[src/rtl/alpha_weighted_box_resampler_assert.svh]
// Assertion macros used by the resampler sequencer (awbr_ctrl).
`ifndef ALPHA_WEIGHTED_BOX_RESAMPLER_ASSERT_SVH
`define ALPHA_WEIGHTED_BOX_RESAMPLER_ASSERT_SVH

// Same-cycle implication, checked outside reset.
`define AWBR_ASSERT_NOW(label, clk, rst, pre, post) \
   label: assert property (@(posedge clk) disable iff (rst) (pre) |-> (post)) \
      else $error("awbr check failed");

// Next-cycle implication, checked outside reset.
`define AWBR_ASSERT_NEXT(label, clk, rst, pre, post) \
   label: assert property (@(posedge clk) disable iff (rst) (pre) |=> (post)) \
      else $error("awbr check failed");

`endif

[src/rtl/awbr_pkg.sv]
`default_nettype none

package awbr_pkg;

   // request codes
   localparam logic REQ_STORE   = 1'b0;
   localparam logic REQ_COMPUTE = 1'b1;

   // register indexes
   localparam logic [1:0] CSR_SRC_WIDTH  = 2'd0;
   localparam logic [1:0] CSR_SRC_HEIGHT = 2'd1;
   localparam logic [1:0] CSR_DST_WIDTH  = 2'd2;
   localparam logic [1:0] CSR_DST_HEIGHT = 2'd3;

   localparam int SRC_W   = 9;   // source size register width
   localparam int DST_W   = 13;  // destination size register width
   localparam int CSR_W   = 13;  // config write data width
   localparam int PROD_W  = DST_W + SRC_W;  // bound numerator
   localparam int CNT_W   = 2 * SRC_W;      // texel count of a box
   localparam int ASUM_W  = CNT_W + 8;      // alpha / plain color sum
   localparam int WSUM_W  = CNT_W + 16;     // alpha weighted color sum
   localparam int NUM_W   = WSUM_W + 1;     // divider numerator
   localparam int DEN_W   = ASUM_W;         // divider denominator

   // divider jobs in issue order
   typedef enum logic [2:0] {
      OP_R0, OP_R1, OP_C0, OP_C1, OP_RED, OP_GREEN, OP_BLUE, OP_ALPHA
   } op_type;

   typedef struct packed {
      logic        req_type;
      logic [7:0]  texel_x;
      logic [7:0]  texel_y;
      logic [7:0]  in_red;
      logic [7:0]  in_green;
      logic [7:0]  in_blue;
      logic [7:0]  in_alpha;
      logic [11:0] dst_row;
      logic [11:0] dst_col;
   } req_item_type;

   typedef struct packed {
      logic [7:0] out_red;
      logic [7:0] out_green;
      logic [7:0] out_blue;
      logic [7:0] out_alpha;
   } rsp_item_type;

   typedef struct packed {
      logic   capture;
      logic   store_wr;
      logic   div_start;
      op_type div_op;
      logic   walk_init;
      logic   walk_step;
      logic   rsp_fire;
   } cmd_type;

   typedef struct packed {
      logic is_store;
      logic compute_ok;
      logic div_done;
      logic walk_last;
   } status_type;

endpackage

`default_nettype wire

[src/rtl/awbr_ctrl.sv]
`default_nettype none

`include "alpha_weighted_box_resampler_assert.svh"

// Request sequencer: texel store, or bounds, box walk, color divides, result.
module awbr_ctrl (
   input  wire logic                  clock,
   input  wire logic                  reset,
   input  wire logic                  start,
   input  wire awbr_pkg::status_type  status,
   output logic                       busy,
   output awbr_pkg::cmd_type          cmd
);

   typedef enum logic [2:0] {
      ST_IDLE, ST_DECODE, ST_DIV_GO, ST_DIV_WAIT, ST_WALK_INIT, ST_WALK,
      ST_DRAIN, ST_RESP
   } state_type;

   state_type        state_ff;
   awbr_pkg::op_type op_ff;

   always_ff @(posedge clock) begin
      if (reset) begin
         state_ff <= ST_IDLE;
         op_ff    <= awbr_pkg::OP_R0;
      end else begin
         unique case (state_ff)
            ST_IDLE: begin
               if (start) begin
                  state_ff <= ST_DECODE;
               end
            end
            ST_DECODE: begin
               if (!status.is_store && status.compute_ok) begin
                  op_ff    <= awbr_pkg::OP_R0;
                  state_ff <= ST_DIV_GO;
               end else begin
                  state_ff <= ST_IDLE;
               end
            end
            ST_DIV_GO: begin
               state_ff <= ST_DIV_WAIT;
            end
            ST_DIV_WAIT: begin
               if (status.div_done) begin
                  priority if (op_ff == awbr_pkg::OP_C1) begin
                     state_ff <= ST_WALK_INIT;
                  end else if (op_ff == awbr_pkg::OP_ALPHA) begin
                     state_ff <= ST_RESP;
                  end else begin
                     op_ff    <= awbr_pkg::op_type'(op_ff + 1'b1);
                     state_ff <= ST_DIV_GO;
                  end
               end
            end
            ST_WALK_INIT: begin
               state_ff <= ST_WALK;
            end
            ST_WALK: begin
               if (status.walk_last) begin
                  state_ff <= ST_DRAIN;
               end
            end
            ST_DRAIN: begin
               op_ff    <= awbr_pkg::OP_RED;
               state_ff <= ST_DIV_GO;
            end
            ST_RESP: begin
               state_ff <= ST_IDLE;
            end
            default: state_ff <= ST_IDLE;
         endcase
      end
   end

   // commands decoded from state
   always_comb begin
      cmd           = '0;
      cmd.capture   = start && (state_ff == ST_IDLE);
      cmd.store_wr  = (state_ff == ST_DECODE) && status.is_store;
      cmd.div_start = (state_ff == ST_DIV_GO);
      cmd.div_op    = op_ff;
      cmd.walk_init = (state_ff == ST_WALK_INIT);
      cmd.walk_step = (state_ff == ST_WALK);
      cmd.rsp_fire  = (state_ff == ST_RESP);
   end

   assign busy = (state_ff != ST_IDLE);

   `AWBR_ASSERT_NEXT(a_one_result, clock, reset, cmd.rsp_fire, !cmd.rsp_fire)
   `AWBR_ASSERT_NOW(a_done_waited, clock, reset, status.div_done,
                    state_ff == ST_DIV_WAIT)
   `AWBR_ASSERT_NEXT(a_capture_decode, clock, reset, cmd.capture,
                     state_ff == ST_DECODE)

endmodule

`default_nettype wire

[config.mk]
export PLATFORM = sky130hd
export DESIGN_NAME = awbr_ctrl
export DESIGN_NICKNAME = d
export VERILOG_FILES = /design/src/rtl/awbr_pkg.sv /design/src/rtl/awbr_ctrl.sv
export VERILOG_INCLUDE_DIRS = /design/src /design/src/rtl
export SDC_FILE = /design/constraint.sdc
export NUM_CORES = 1
export LEC_CHECK = 0
export CORE_AREA = 2 2 39 41
export CTS_CLUSTER_DIAMETER = 200
export DETAILED_ROUTE_END_ITERATION = 8
export DIE_AREA = 0 0 41 43
export DONT_BUFFER_PORTS = 1
export PLACE_DENSITY_LB_ADDON = 0.15
export SYNTH_ARGS = -nofsm -noshare
export SYNTH_HDL_FRONTEND = slang
export SYNTH_SLANG_ARGS = --single-unit
[constraint.sdc]
create_clock -name clock -period 1.8 [get_ports clock]
set_input_delay 0.09 -clock clock [delete_from_list [all_inputs] [get_ports clock]]
set_output_delay 0.09 -clock clock [all_outputs]
set_load 0.01 [all_outputs]
### Word level (Yosys, flattened, before mapping)

Index checks and enable logic that the tools add are counted.
W data, S select, Z words.

| operators by class | value |
|---|---|
| $add $sub $neg | 1 |
| equal/unequal tests | 15 |
| mux-type cells | 12 |
| reduce and logical (&&, ||, !) cells | 9 |

Operators with widths:

| kind | count |
|---|---|
| $mux W3 | 9 |
| $pmux W3 S8 | 1 |
| $eq A3 B3 Y1 const B | 5 |
| $ne A2 B2 Y1 const B | 6 |
| $eq A3 B2 Y1 const B | 3 |
| $pmux W3 S3 | 1 |
| $reduce_bool A3 Y1 | 2 |
| $reduce_and A5 Y1 | 1 |
| $add A3 B1 Y3 const B | 1 |
| $eq A3 B1 Y1 const B | 1 |
| $logic_and A1 B1 Y1 | 3 |
| $logic_not A3 Y1 | 1 |
| $reduce_and A3 Y1 | 1 |
| $mux W2 | 1 |
| $logic_not A1 Y1 | 1 |

| storage, ports and cells | value |
|---|---|
| bits in registers | 6 |
| input bits | 7 |
| output and inout bits | 10 |
| logic and storage cells | 39 |

### Logic depth before layout (Yosys ltp)

| depth | value |
|---|---|
| depth after elaboration | 5 |
| gate-level depth with buffers | 5 |
| mapped depth without buffers | 5 |

### Least setup slack after synthesis

No wires, ideal clock.

| path | value |
|---|---|
| path type | register -> register |
| start point | register op_ff[0] |
| end point | register op_ff[0] |
| library setup time | 0.124 ns |
| arrival time | 1.223 ns |
| required time | 1.676 ns |
| slack | 0.453 ns |
| stages on the path, launching flop included | 6 |
| path buffers | 0 |
| clock period less this slack | 1.347 ns |
| cells stage by stage | dfxtp_1 -> ha_1 -> ha_1 -> nor2_1 -> and2_4 -> o31ai_1 |

| on the way | value |
|---|---|
| cells in the longest elaborated chain, start to end | 5 |
| elaborated cells between the ends (all ways) | 10 |
| classes of those cells | 1 x add/sub; 4 x eq/ne; 4 x mux; 1 x reduce/logical |

RTL lines:

| item | line | text |
|---|---|---|
| from (decl) | awbr_ctrl.sv:21 | `awbr_pkg::op_type op_ff;` |
| from (signal assigned) | awbr_ctrl.sv:26 | `op_ff <= awbr_pkg::OP_R0;` |
| from (signal assigned) | awbr_ctrl.sv:36 | `op_ff <= awbr_pkg::OP_R0;` |
| from (signal assigned) | awbr_ctrl.sv:52 | `op_ff <= awbr_pkg::op_type'(op_ff + 1'b1);` |
| $add A3 B1 Y3 | awbr_ctrl.sv:52 |  |
| $mux W3 | awbr_ctrl.sv:49 | `end else if (op_ff == awbr_pkg::OP_ALPHA) begin` |
| $mux W3 | awbr_ctrl.sv:47 | `priority if (op_ff == awbr_pkg::OP_C1) begin` |
| $mux W3 | awbr_ctrl.sv:46 | `if (status.div_done) begin` |
| $pmux W3 S3 | awbr_ctrl.sv:28 | `unique case (state_ff)` |

Several ways; a longest one is shown, not always the timed one. The select of a mux whose other input is x is not followed.
A chain may end at the register's enable or synchronous reset.

### Worst setup path in the final report

Same ends and word-level chain as after synthesis.

==> results.py <==
metrics = {
    "die": {
        "initial_core_util": 0.3617,
        "die_height_um": 43,
        "die_area_um2": 1763,
        "die_w_um": 41,
        "core_um2": 1384,
        "num_io_pins": 17,
        "row_count": 14,
    },
    "synthesis": {
        "syn-num-nets": 72,
        "synth_edf_count": 0,
        "synth_area_leaders": "dfxtp_1 24%, ha_1 10%, inv_1 4.5%",
        "synth_largest_area_cell": "dfxtp_1",
        "synth_area_um2": 500.5,
        "yosysWarningCount": 0,
        "netlist_instances": 61,
        "synth_ff_type": "dfxtp_1",
        "synth-seq-cells": 6,
        "netlist.area_leader.share": 0.2400,
        "yosysUniqueCellTypes": 33,
        "async_flop_share": 0,
        "synth_seq_area_share": 0.2400,
        "syn_area_per_cell_um2": 8.205,
    },
    "clocking": {
        "cts_max_level": 1,
        "clk_pin_slew_worst_paths_ns": 0.05,
        "root_buffer": "clkbuf_4",
        "post_cts_buffers": 0,
        "cts_buffers": 3,
        "cts_num_sinks": 6,
        "clock_path_buffers": 2,
        "cts_tree": "yes",
        "clk_latency_ns": 0.25,
        "hold_buffers": 1,
        "cts_resized": 0,
    },
    "finish": {
        "fillerInstances": 149,
        "drive_gt1_frac": 0.1452,
        "postLayoutCellArea_um2": 529.3,
        "num_antenna_cells": 0,
        "nets": 75,
        "syn_to_final_growth_pct": 5.750,
    },
    "sta": {
        "relSlewSlack": 0.6899,
        "worst_pin_slew_ns": 0.4645,
        "skew_ns": 0.0004782,
        "rsz0062_at_grt": "false",
        "fin_crit_ns": 1.476,
        "hold_ws_ns": 0.01965,
        "final_hold_viol_count": 0,
        "drv_slew": 0,
        "fin_tns_setup_ns": 0,
        "fin_crit_sh": 0.8198,
        "setup-violations-final": 0,
        "max_freq_mhz": 677.7,
    },
    "power": {
        "p_clk_frac": 0.366,
        "sequentialPowerShare": 0.442,
        "leakagePower_nw": 0.2266,
        "p_int_mw": 0.2465,
        "ir_drop_mv": 0.2805,
        "p_switching_mw": 0.1073,
        "switching_share": 0.3032,
        "powerDensity_nw_per_um2": 668.4,
        "comb_power_share": 0.191,
    },
    "grt": {
        "grt_pass1_vias": 399,
        "grt_first_pass_wirelength_um": 1773,
        "grt_use_total": 0.1586,
        "grt_start_max_net_pins": 17,
        "overflow": 0,
        "antenna_found_initial": 0,
    },
    "placed_design": {
        "dpl_cell_area_um2": 496.7,
        "portBuffers": 0,
        "place.detailed.hpwl_um": 739,
        "routabilityCongestion": 0.7026,
    },
    "drt": {
        "drt_wl_total_um": 1035,
        "top_layer": "met4",
        "wl_met3_um": 73,
        "route.detailed.drc": 0,
        "viasPerCell": 5.551,
        "dr.pass1.iters": 2,
        "drtIter0Drc": 6,
        "drt-met1-wl_um": 484,
        "vias": 433,
        "route.met2.wl_um": 439,
        "final_antenna_net_count": 0,
        "wl_per_cell_um": 13.27,
    },
    "worst_setup_path": {
        "startpoint_type": "flop",
        "endpoint_kind": "flop",
        "crit_fanout": 5,
        "r2r_slack_ns": 0.32,
        "cp.arrival_ns": 1.61,
        "cp.required_ns": 1.93,
        "path_class": "flop to flop",
    },
    "status": {
        "status": "completed",
    },
    "flow_run": {
        "maxCapViolCount": 0,
    },
    "hold_path": {
        "hp-class": "input port to flop",
    },
}
final timing paths:
check / from / endpoint / depth (start not counted)
worst max-delay path: op_ff[0] / op_ff[0] / 5
worst min-delay path: reset / op_ff[0] / 2
worst max register to register: op_ff[0] / op_ff[0] / 5
worst min register to register: op_ff[1] / op_ff[1] / 2
worst max-delay path, cell delays in order (launching register included):
cell	delay, ns
dfxtp_1	0.37
ha_1	0.24
ha_1	0.19
nor2_1	0.28
and2_4	0.21
o31ai_1	0.06
metal layers:
metal / vias up / global-route usage
met5: - / 0
met4: 0 / 0.1200
met3: 5 / 0.08901
met2: 10 / 0.1813
met1: 195 / 0.2090
li1: 223 / -
layout make-up:
class | instances | area [um^2] | area share
multi-input combinational | 44 | 322.8 | 0.6099
sequential | 6 | 120.1 | 0.2269
inverter | 7 | 26.28 | 0.04965
clock buffer | 3 | 22.52 | 0.04255
tap | 16 | 20.02 | 0.03783
timing repair buffer | 2 | 17.52 | 0.03310
cells in the final DEF, fill, tap and decap left out, drive strengths merged:
master,count
nand3b,2
a21oi,2
a41o,1
and3,2
nand4b,1
ha,4
a22o,1
a211oi,1
nand2,3
a211o,1
o31ai,1
o21ai,3
nand2b,2
dfxtp,6
nand3,1
dlygate4sd3,1
inv,7
o41ai,1
nor2,5
clkbuf,3
nor2b,1
nor4,1
and2,1
and4bb,1
buf,1
or3b,1
or3,2
a311oi,2
nor3,2
and4b,1
a31oi,1
Yosys cell counts, types with 2 or more instances:
| cell | count |
|---|---|
| a21oi_1 | 2 |
| a311oi_1 | 2 |
| and3_1 | 2 |
| buf_4 | 2 |
| dfxtp_1 | 6 |
| ha_1 | 4 |
| inv_1 | 6 |
| nand2_1 | 3 |
| nand2b_1 | 2 |
| nand3b_1 | 2 |
| nor2_1 | 5 |
| nor3_1 | 2 |
| o21ai_0 | 2 |
| or3_1 | 2 |
per-stage QoR:
step / total power [mW] / setup slack [ns] / instances / utilization
floorplan: 0.2155 / 0.4525 / 61 / -
global placement: 0.2236 / 0.3650 / 74 / 0.3590
detailed placement: 0.2225 / 0.3256 / 74 / 0.3590
CTS: 0.3605 / 0.3203 / 78 / 0.3825
global route: 0.3812 / 0.2091 / 78 / 0.3825
finish: 0.3538 / 0.3244 / 78 / 0.3825
registers in the layout, indices dropped and copies added (netlist names):
name and count:
op_ff 3, state_ff 3
cell families after synthesis:
kind of cell	share of synthesized area
and+or+nand+nor	0.3300
AOI/OAI and AO/OA	0.2150
buffers and inverters	0.1150
DFF	0.2400
adders and majority gates	0.1000
power groups by stage:
stage	clock network (mW)	registers [mW]	logic, mW
final	0.130	0.156	0.0677
after global routing	0.146	0.159	0.0765
after CTS	0.137	0.156	0.0682
after detailed placement	0	0.158	0.0641
after global placement	0	0.159	0.0648
after floorplan	0	0.151	0.0650
No activity file was read; power rests on OpenSTA's default activity.
